## src/rtl/svn_pkg.sv

```systemverilog
package svn_pkg;

	localparam int POS_W  = 16;
	localparam int VEC_W  = 35;
	localparam int Q14_W  = 16;
	localparam int SQ_W   = 64;
	localparam int LEN_W  = 31;
	localparam int DIV_W  = 45;
	localparam int QUO_W  = 15;
	localparam int MAG_W  = 30;
	localparam int FRAC_W = 14;
	localparam int CNT_W  = 11;

	typedef logic signed [VEC_W-1:0] vec_t;
	typedef logic signed [Q14_W-1:0] q14_t;
	typedef logic signed [POS_W-1:0] pos_t;

	typedef enum logic [1:0] {
		OP_LOAD  = 2'd0,
		OP_CLEAR = 2'd1,
		OP_ADD   = 2'd2,
		OP_READ  = 2'd3
	} op_t;

	typedef enum logic [3:0] {
		ST_CLEAR,
		ST_IDLE,
		ST_POS_A,
		ST_POS_B,
		ST_POS_C,
		ST_POS_CAP,
		ST_CROSS,
		ST_RD_ADDR,
		ST_RD_DATA,
		ST_NORM_START,
		ST_NORM_WAIT,
		ST_ACC_RD,
		ST_ACC_WR,
		ST_DONE
	} state_t;

	typedef enum logic [2:0] {
		NS_IDLE,
		NS_SHIFT,
		NS_SQ,
		NS_SQRT,
		NS_DIVSET,
		NS_DIV,
		NS_DONE
	} nstate_t;

endpackage

```

## src/rtl/svn_norm.sv

```systemverilog
module svn_norm (
	input  logic          clk,
	input  logic          arst_n,
	input  logic          start,
	input  svn_pkg::vec_t v0,
	input  svn_pkg::vec_t v1,
	input  svn_pkg::vec_t v2,
	output logic          done,
	output svn_pkg::q14_t n0,
	output svn_pkg::q14_t n1,
	output svn_pkg::q14_t n2
);

	import svn_pkg::*;

	nstate_t state_q, state_d;

	logic [VEC_W-1:0]  mag_q [3];
	logic              neg_q [3];
	q14_t              res_q [3];
	logic [1:0]        cnt_q;
	logic [1:0]        comp_q;
	logic [3:0]        step_q;
	logic [2*MAG_W-1:0] prod_q;
	logic [SQ_W-1:0]   sum_q;
	logic [SQ_W-1:0]   root_q;
	logic [SQ_W-1:0]   bit_q;
	logic [LEN_W-1:0]  len_q;
	logic [DIV_W-1:0]  rem_q;
	logic [DIV_W-1:0]  den_q;
	logic [QUO_W-1:0]  quo_q;

	logic              big;
	logic [MAG_W-1:0]  sq_op;
	logic [SQ_W-1:0]   trial;
	logic              ge;
	logic [QUO_W-1:0]  quo_next;
	logic [Q14_W-1:0]  quo_ext;

	assign big = (|mag_q[0][VEC_W-1:MAG_W]) | (|mag_q[1][VEC_W-1:MAG_W])
		| (|mag_q[2][VEC_W-1:MAG_W]);
	assign trial    = root_q + bit_q;
	assign ge       = rem_q >= den_q;
	assign quo_next = {quo_q[QUO_W-2:0], ge};
	assign quo_ext  = {1'b0, quo_next};

	always_comb begin
		unique case (cnt_q)
			2'd0:    sq_op = mag_q[0][MAG_W-1:0];
			2'd1:    sq_op = mag_q[1][MAG_W-1:0];
			2'd2:    sq_op = mag_q[2][MAG_W-1:0];
			default: sq_op = '0;
		endcase
	end

	always_ff @(posedge clk or negedge arst_n) begin
		if (!arst_n) begin
			state_q <= NS_IDLE;
		end else begin
			state_q <= state_d;
		end
	end

	always_comb begin
		state_d = state_q;
		done    = 1'b0;
		unique case (state_q)
			NS_IDLE:   if (start) state_d = NS_SHIFT;
			NS_SHIFT:  if (!big) state_d = NS_SQ;
			NS_SQ:     if (cnt_q == 2'd3) state_d = NS_SQRT;
			NS_SQRT:   if (bit_q == '0) state_d = NS_DIVSET;
			NS_DIVSET: state_d = NS_DIV;
			NS_DIV: begin
				if (step_q == 4'(QUO_W - 1)) begin
					state_d = (comp_q == 2'd2) ? NS_DONE : NS_DIVSET;
				end
			end
			NS_DONE: begin
				done    = 1'b1;
				state_d = NS_IDLE;
			end
			default: state_d = NS_IDLE;
		endcase
	end

	always_ff @(posedge clk or negedge arst_n) begin
		if (!arst_n) begin
			cnt_q  <= '0;
			comp_q <= '0;
			step_q <= '0;
		end else begin
			unique case (state_q)
				NS_SHIFT: cnt_q <= '0;
				NS_SQ:    cnt_q <= cnt_q + 2'd1;
				NS_SQRT:  comp_q <= '0;
				NS_DIVSET: step_q <= '0;
				NS_DIV: begin
					step_q <= step_q + 4'd1;
					if (step_q == 4'(QUO_W - 1)) comp_q <= comp_q + 2'd1;
				end
				default: ;
			endcase
		end
	end

	always_ff @(posedge clk) begin
		unique case (state_q)
			NS_IDLE: begin
				if (start) begin
					mag_q[0] <= v0[VEC_W-1] ? VEC_W'(-v0) : VEC_W'(v0);
					mag_q[1] <= v1[VEC_W-1] ? VEC_W'(-v1) : VEC_W'(v1);
					mag_q[2] <= v2[VEC_W-1] ? VEC_W'(-v2) : VEC_W'(v2);
					neg_q[0] <= v0[VEC_W-1];
					neg_q[1] <= v1[VEC_W-1];
					neg_q[2] <= v2[VEC_W-1];
				end
			end
			NS_SHIFT: begin
				if (big) begin
					mag_q[0] <= mag_q[0] >> 1;
					mag_q[1] <= mag_q[1] >> 1;
					mag_q[2] <= mag_q[2] >> 1;
				end
				sum_q <= '0;
			end
			NS_SQ: begin
				prod_q <= sq_op * sq_op;
				if (cnt_q != 2'd0) sum_q <= sum_q + SQ_W'(prod_q);
				root_q <= '0;
				bit_q  <= SQ_W'(1) << 62;
			end
			NS_SQRT: begin
				if (bit_q != '0) begin
					if (sum_q >= trial) begin
						sum_q  <= sum_q - trial;
						root_q <= (root_q >> 1) + bit_q;
					end else begin
						root_q <= root_q >> 1;
					end
					bit_q <= bit_q >> 2;
				end else begin
					len_q <= root_q[LEN_W-1:0];
				end
			end
			NS_DIVSET: begin
				rem_q <= DIV_W'({mag_q[comp_q][MAG_W-1:0], {FRAC_W{1'b0}}})
					+ DIV_W'(len_q >> 1);
				den_q <= {len_q, {FRAC_W{1'b0}}};
				quo_q <= '0;
			end
			NS_DIV: begin
				if (ge) rem_q <= rem_q - den_q;
				den_q <= den_q >> 1;
				quo_q <= quo_next;
				if (step_q == 4'(QUO_W - 1)) begin
					if (len_q == '0) res_q[comp_q] <= '0;
					else res_q[comp_q] <= neg_q[comp_q] ? -quo_ext : quo_ext;
				end
			end
			default: ;
		endcase
	end

	assign n0 = res_q[0];
	assign n1 = res_q[1];
	assign n2 = res_q[2];

endmodule

```

## config.mk

```make
export PLATFORM = sky130hd
export DESIGN_NAME = svn_norm
export DESIGN_NICKNAME = d
export VERILOG_FILES = /design/src/rtl/svn_pkg.sv /design/src/rtl/svn_norm.sv
export SDC_FILE = /design/constraint.sdc
export NUM_CORES = 2
export LEC_CHECK = 0
export BUFFER_PORTS_ARGS = -buffer_cell sky130_fd_sc_hd__buf_2
export CAP_MARGIN = 0
export CORE_AREA = 2 2 416 418
export CTS_CLUSTER_SIZE = 25
export DETAILED_ROUTE_END_ITERATION = 6
export DIE_AREA = 0 0 418 420
export GPL_TIMING_DRIVEN = 0
export SLEW_MARGIN = 40
export SYNTH_ARGS = -nofsm -noshare
export SYNTH_HDL_FRONTEND = slang
export SYNTH_SLANG_ARGS = --single-unit
```

## constraint.sdc

```tcl
create_clock -name clk -period 19.4 [get_ports clk]
set_input_delay 2.91 -clock clk [delete_from_list [all_inputs] [get_ports clk]]
set_output_delay 2.91 -clock clk [all_outputs]
set_load 0.03 [all_outputs]
```

# After elaboration in Yosys (flattened, before gate mapping)
# Memories as Yosys holds them, arrays and structs flattened.
# Cells that the tools add are included.
[op_classes]
n_addsub = 13
mul = 1
magnitude_cmp = 2
n_eq_ne = 20
n_mux = 48
n_bitwise = 7
n_reduce_logical = 20
[ops]
columns = ["cell", "n"]
rows = [
  ["2-to-1 mux 64 bit", 6],
  ["one-hot mux 64 bit (2 select lines)", 2],
  ["2-to-1 mux 35 bit", 6],
  ["one-hot mux 64 bit (3 select lines)", 1],
  ["one-hot mux 45 bit (2 select lines)", 2],
  ["negation 35 bit", 3],
  ["one-hot mux 30 bit (3 select lines)", 1],
  ["adder 63 x 64 -> 64 bit", 1],
  ["adder 64 x 60 -> 64 bit", 1],
  ["adder 64 bit", 1],
  ["greater-or-equal comparator 64 bit", 1],
  ["zero test 64 bit", 1],
  ["nonzero test 64 bit", 1],
  ["subtractor 64 bit", 1],
  ["multiplier 30 x 30 -> 60 bit", 1],
  ["adder 44 x 30 -> 45 bit", 1],
  ["greater-or-equal comparator 45 bit", 1],
  ["2-to-1 mux 45 bit", 1],
  ["subtractor 45 bit", 1],
  ["2-to-1 mux 16 bit", 2],
  ["zero test 31 bit", 1],
  ["one-hot mux 14 bit (2 select lines)", 1],
  ["inequality test 2 bit, second input constant", 9],
  ["one-hot mux 3 bit (6 select lines)", 1],
  ["other kinds (24)", 64],
]
[word_totals]
register_bits = 398
mem_bits_rw = 156
in_bits = 108
output_inout_bits = 49
elab_cells = 126
memories = 3
[mem_list]
columns = ["memory", "depth", "width", "rd", "rd_ports_with_merged_regs", "wr", "line", "rtl"]
rows = [
  ["mag_q", 3, 35, 4, 0, 3, "svn_norm.sv:18", "logic [VEC_W-1:0] mag_q [3];"],
  ["res_q", 3, 16, 3, 0, 1, "svn_norm.sv:20", "q14_t res_q [3];"],
  ["neg_q", 3, 1, 1, 0, 3, "svn_norm.sv:19", "logic neg_q [3];"],
]

# Depth between registers and ports, before layout
# An unclocked memory read counts as a cell.
[logic_depth]
word_depth = 8
mapped_depth = 41

# Least setup slack after synthesis
# OpenSTA, ideal clock, no wires.
[synth_timing]
path_type = "register -> register"
startpoint = "register cnt_q[1]"
endpoint = "register prod_q[54] (data pin)"
setup_ps = 265
arrival_time_ps = 9172
t_required_ps = 19135
path_slack_ps = 9963
stages_incl_launch_ff = 37
n_path_buf = 5
cell_sequence = "dfrtp_1 -> inv_1 -> ha_1 -> clkbuf_1 -> clkbuf_1 -> clkbuf_1 -> a22oi_1 -> and2_1 -> clkbuf_1 -> nor2_1 -> nand2_1 -> fa_1 -> inv_1 -> fa_1 -> fa_1 -> inv_1 -> fa_1 -> inv_1 -> fa_1 -> fa_1 -> fa_1 -> inv_1 -> fa_1 -> inv_1 -> ha_1 -> clkbuf_1 -> a2111oi_0 -> o21ai_0 -> o22a_1 -> or2_2 -> o21ai_1 -> o21ai_0 -> a21oi_1 -> o211ai_1 -> a21oi_1 -> o21ai_0 -> xor2_1"
[synth_via]
elab_chain_cells = 3
word_cells_on_any_way = 5
cone_classes = "mul: 1; eq/ne: 2; mux: 1; reduce/logical: 1"
[synth_lines]
columns = ["element", "line", "rtl"]
rows = [
  ["start, declared", "svn_norm.sv:21", "logic [1:0] cnt_q;"],
  ["start signal, assigned", "svn_norm.sv:94", "NS_SQ: cnt_q <= cnt_q + 2'd1;"],
  ["== test 2 bit (tied with other cells)", "svn_norm.sv:48", "unique case (cnt_q)"],
  ["one-hot mux 30 bit (3 select lines) (*)", "svn_norm.sv:48", ""],
  ["multiplier 30 x 30 -> 60 bit (*)", "svn_norm.sv:127", "prod_q <= sq_op * sq_op;"],
  ["end signal, assigned", "svn_norm.sv:127", ""],
  ["end, declared", "svn_norm.sv:24", "logic [2*MAG_W-1:0] prod_q;"],
]
# Mark *: on every way between the ends. The rest lies on a longest branch, timed or not.
# A chain may end at the register's enable or synchronous reset.

# Final worst setup path
[layout_timing]
startpoint = "register cnt_q[0]"
endpoint = "register prod_q[58] (data pin)"
# Same word-level chain as after synthesis.

==> impl_metrics.env <==
export IMPL_cp_arrival_ns=12.98
export IMPL_maxSlewHeadroom_pct=32.8
export IMPL_violations="design-rule violations"
export IMPL_coreArea_um2=171000
export IMPL_powerDensity_nw_per_um2=35.7
export IMPL_dieArea_um2=176000
export IMPL_vias=51200
export IMPL_postRouteAntennaNets=0
export IMPL_ff2ff_setup_slack_ns=6.87
export IMPL_area_growth_syn_to_layout_pct=9.55
export IMPL_netlist_area_um2=62900
export IMPL_numPortBuffers=156
export IMPL_drv_slew=0
export IMPL_fin_tns_setup_ns=0
export IMPL_p_int_w=0.00189
export IMPL_switching_power_w=0.000563
export IMPL_grt_overflow_total=0
export IMPL_r2r_cells=36
export IMPL_min_to="len_q[0]$_DFFE_PP_"
export IMPL_critPathBufInv=11
export IMPL_clock_path_buffers=3
export IMPL_min_from="root_q[0]$_SDFFCE_PN0P_"
export IMPL_ioPinCount=157
export IMPL_cts_hold_buf=0
export IMPL_drt_wirelength_per_cell_um=21.8
export IMPL_worstPathRequired_ns=19.85
export IMPL_gr_usage_all_layers_pct=23.2
export IMPL_avgSynthCellArea_um2=9.18
export IMPL_cts_buffers=59
export IMPL_p_sw_share_pct=22.9
export IMPL_ys_seq_area_share_pct=24.8
export IMPL_max_stage_delay_ns=0.61
export IMPL_ys_async_sr_fraction_pct=2.11
export IMPL_ys_flop_type="edfxtp_1"
export IMPL_place_congestion=0.988
export IMPL_vias_per_cell=5.46
export IMPL_dpl_worst_slack_ns=7.08
export IMPL_postCtsSetupBuffers=0
export IMPL_synth_cells=6852
export IMPL_cts_tree="yes"
export IMPL_p_clk_share_pct=46.7
export IMPL_start_util_pct=36.8
export IMPL_htree_levels=2
export IMPL_final_setup_worst_slack_ns=6.87
export IMPL_irDropWorstVdd_mv=0.0523
export IMPL_drtPass1Iterations=7
export IMPL_post_cts_resized=0
export IMPL_p_seq_share_pct=49.9
export IMPL_combinationalPowerShare_pct=3.3
export IMPL_grt_max_degree=44
export IMPL_synth_fp_nets=8174
export IMPL_path_common_cell="fa_1"
export IMPL_outcome="finished, violations left"
export IMPL_clock_skew_ns=0.0824
export IMPL_leakagePower_nw=30.2
export IMPL_ys_warn_count=0
export IMPL_worst_setup_path_end_kind="register"
export IMPL_drive_gt1_share_pct=5.38
export IMPL_holdWs_ns=0.507
export IMPL_hold_violations=0
export IMPL_grt_first_pass_wirelength_um=309000
export IMPL_period_needed_ns=12.53
export IMPL_crit_family="adder cells"
export IMPL_antenna_found_initial=6
export IMPL_worst_pin_slew_ns=1.01
export IMPL_cts_root_buf="clkbuf_16"
export IMPL_ys_seq_elements=521
export IMPL_die_h_um=420
export IMPL_fin_crit_sh_pct=64.6
export IMPL_maxCapViolCount=0
export IMPL_cts_sinks=521
export IMPL_drc=1
export IMPL_grt_pass1_vias=51600
export IMPL_dp_hpwl_um=170000
export IMPL_slowest_stage="a21oi_1"
export IMPL_wirelength_um=205000
export IMPL_max_freq_ghz=0.0798
export IMPL_setup_violations=0
export IMPL_synth_edf_count=510
export IMPL_min_path_type="reg2reg"
export IMPL_drt_iter0_markers=5310
export IMPL_clock_latency_ns=0.70
export IMPL_reg2reg_from="cnt_q[0]$_DFFE_PN0P_"
export IMPL_reg2reg_to="prod_q[58]$_DFFE_PP_"
export IMPL_min_path_cells=0
export IMPL_ys_types=84
export IMPL_fp_dieW_um=418
export IMPL_clkTransAtPathRegs_ns=0.07
export IMPL_grt_setup_unrepaired="no"
export IMPL_crit_type="reg2reg"
export IMPL_rows=152
export IMPL_fin_nets=8425
export IMPL_cp_start_kind="register"
export IMPL_critPathMaxFanout=10
worst max path at each step:
| stage | start | end | depth (start not counted) |
|---|---|---|---|
| final | cnt_q[0]$_DFFE_PN0P_ | prod_q[58]$_DFFE_PP_ | 36 |
| after detailed placement | cnt_q[1]$_DFFE_PN0P_ | prod_q[58]$_DFFE_PP_ | 36 |
| after CTS | cnt_q[1]$_DFFE_PN0P_ | prod_q[58]$_DFFE_PP_ | 36 |
| after global routing | cnt_q[1]$_DFFE_PN0P_ | prod_q[58]$_DFFE_PP_ | 35 |
| after floorplan | cnt_q[1]$_DFFE_PN0P_ | prod_q[54]$_DFFE_PP_ | 36 |
| after global placement | cnt_q[1]$_DFFE_PN0P_ | prod_q[59]$_DFFE_PP_ | 35 |
state kept, by name (all words and copies together), names as in the netlist:
register	flops
bit_q	32
cnt_q	2
comp_q	2
den_q	45
len_q	31
mag_q	105
neg_q	3
prod_q	59
quo_q	14
rem_q	45
res_q	48
root_q	64
state_q	3
step_q	4
sum_q	64
layer usage:
metal	track usage, %	up-vias	wire (um)
met5	0	-	0
met1	30.8	25300	85900
met2	37.3	1902	92900
li1	-	23600	-
met4	11.3	0	11700
met3	2.95	411	14300
placed cells by master, fill, tap and decap left out, types with 59 or more instances in the layout:
cell type  synthesis  final
and2_1            80     78
ha_1             514    514
clkbuf_16          0     59
a21o_1           135    135
a21oi_1          354    353
nand3_1           78     78
nor3_1            66     64
fa_1             700    700
buf_2              0    167
clkbuf_1         237    221
xor2_1           247    247
o21ai_0          406    405
nand2_1          716    715
xnor2_1          223    223
o21bai_1          63     63
edfxtp_1         510    510
nand4_1           86     86
nor2_1           518    512
a31oi_1           81     81
inv_1           1066   1066
synth_stat cells, drive strengths merged (16+ instances only):
cell | instances | area [um2]
o31ai | 53 | 398
or4 | 18 | 139
a21oi | 354 | 1770
nor2b | 43 | 269
edfxtp | 510 | 15300
or2 | 31 | 199
nor3 | 67 | 340
o21ai | 413 | 2070
a31o | 25 | 219
o21bai | 63 | 473
a22oi | 26 | 195
nand2 | 716 | 2690
or3 | 44 | 275
nand4 | 86 | 538
a31oi | 81 | 507
and2 | 83 | 519
xor2 | 247 | 2160
nand3 | 78 | 390
mux2i | 41 | 410
fa | 700 | 14000
o211ai | 16 | 120
nor2 | 518 | 1940
xnor2 | 223 | 1950
nor4 | 40 | 250
o22ai | 56 | 350
nand2b | 51 | 319
inv | 1069 | 4010
a211oi | 46 | 345
and3 | 41 | 257
clkbuf | 237 | 890
a21o | 135 | 1010
o21a | 32 | 240
o41ai | 18 | 176
ha | 514 | 6430
through the flow:
| step | area [um2] | utilization [%] | std cells | total power [W] |
|---|---|---|---|---|
| after floorplan | 62900 | - | 6852 | 0.00129 |
| after global placement | 66500 | 38.9 | 9241 | 0.00133 |
| after detailed placement | 66900 | 39.1 | 9274 | 0.00133 |
| after CTS | 68900 | 40.3 | 9382 | 0.00248 |
| after global routing | 68900 | 40.3 | 9383 | 0.00252 |
| final | 68900 | 40.3 | 9386 | 0.00246 |
power by group through the flow:
stage	Sequential [W]	Combinational, W	Clock, W
after floorplan	0.00125	0.0000364	0
after global placement	0.00125	0.0000796	0
after detailed placement	0.00125	0.0000816	0
after CTS	0.00123	0.0000819	0.00117
after global routing	0.00123	0.0000874	0.00120
final	0.00123	0.0000817	0.00115
final cells by class:
class / instances / area, um2
multi-input combinational: 5008 / 42400
inverter: 1074 / 4030
clock buffer: 65 / 1500
sequential: 521 / 15600
fill: 17100 / 102000
tap: 2233 / 2790
timing repair buffer: 190 / 1160
clock inverter: 43 / 444
antenna: 3 / 7.51
buffer: 249 / 970
kinds of logic after synthesis:
| kind of cell | count (synthesis) | synth area share, % |
|---|---|---|
| compound gates | 1430 | 14.1 |
| xor+xnor | 470 | 6.55 |
| fa+ha+maj | 1214 | 32.5 |
| buf+inv | 1323 | 7.90 |
| flops | 521 | 24.8 |
| mux | 50 | 0.814 |
| simple gates | 1844 | 13.3 |
Power figures use the tool's default switching activity.
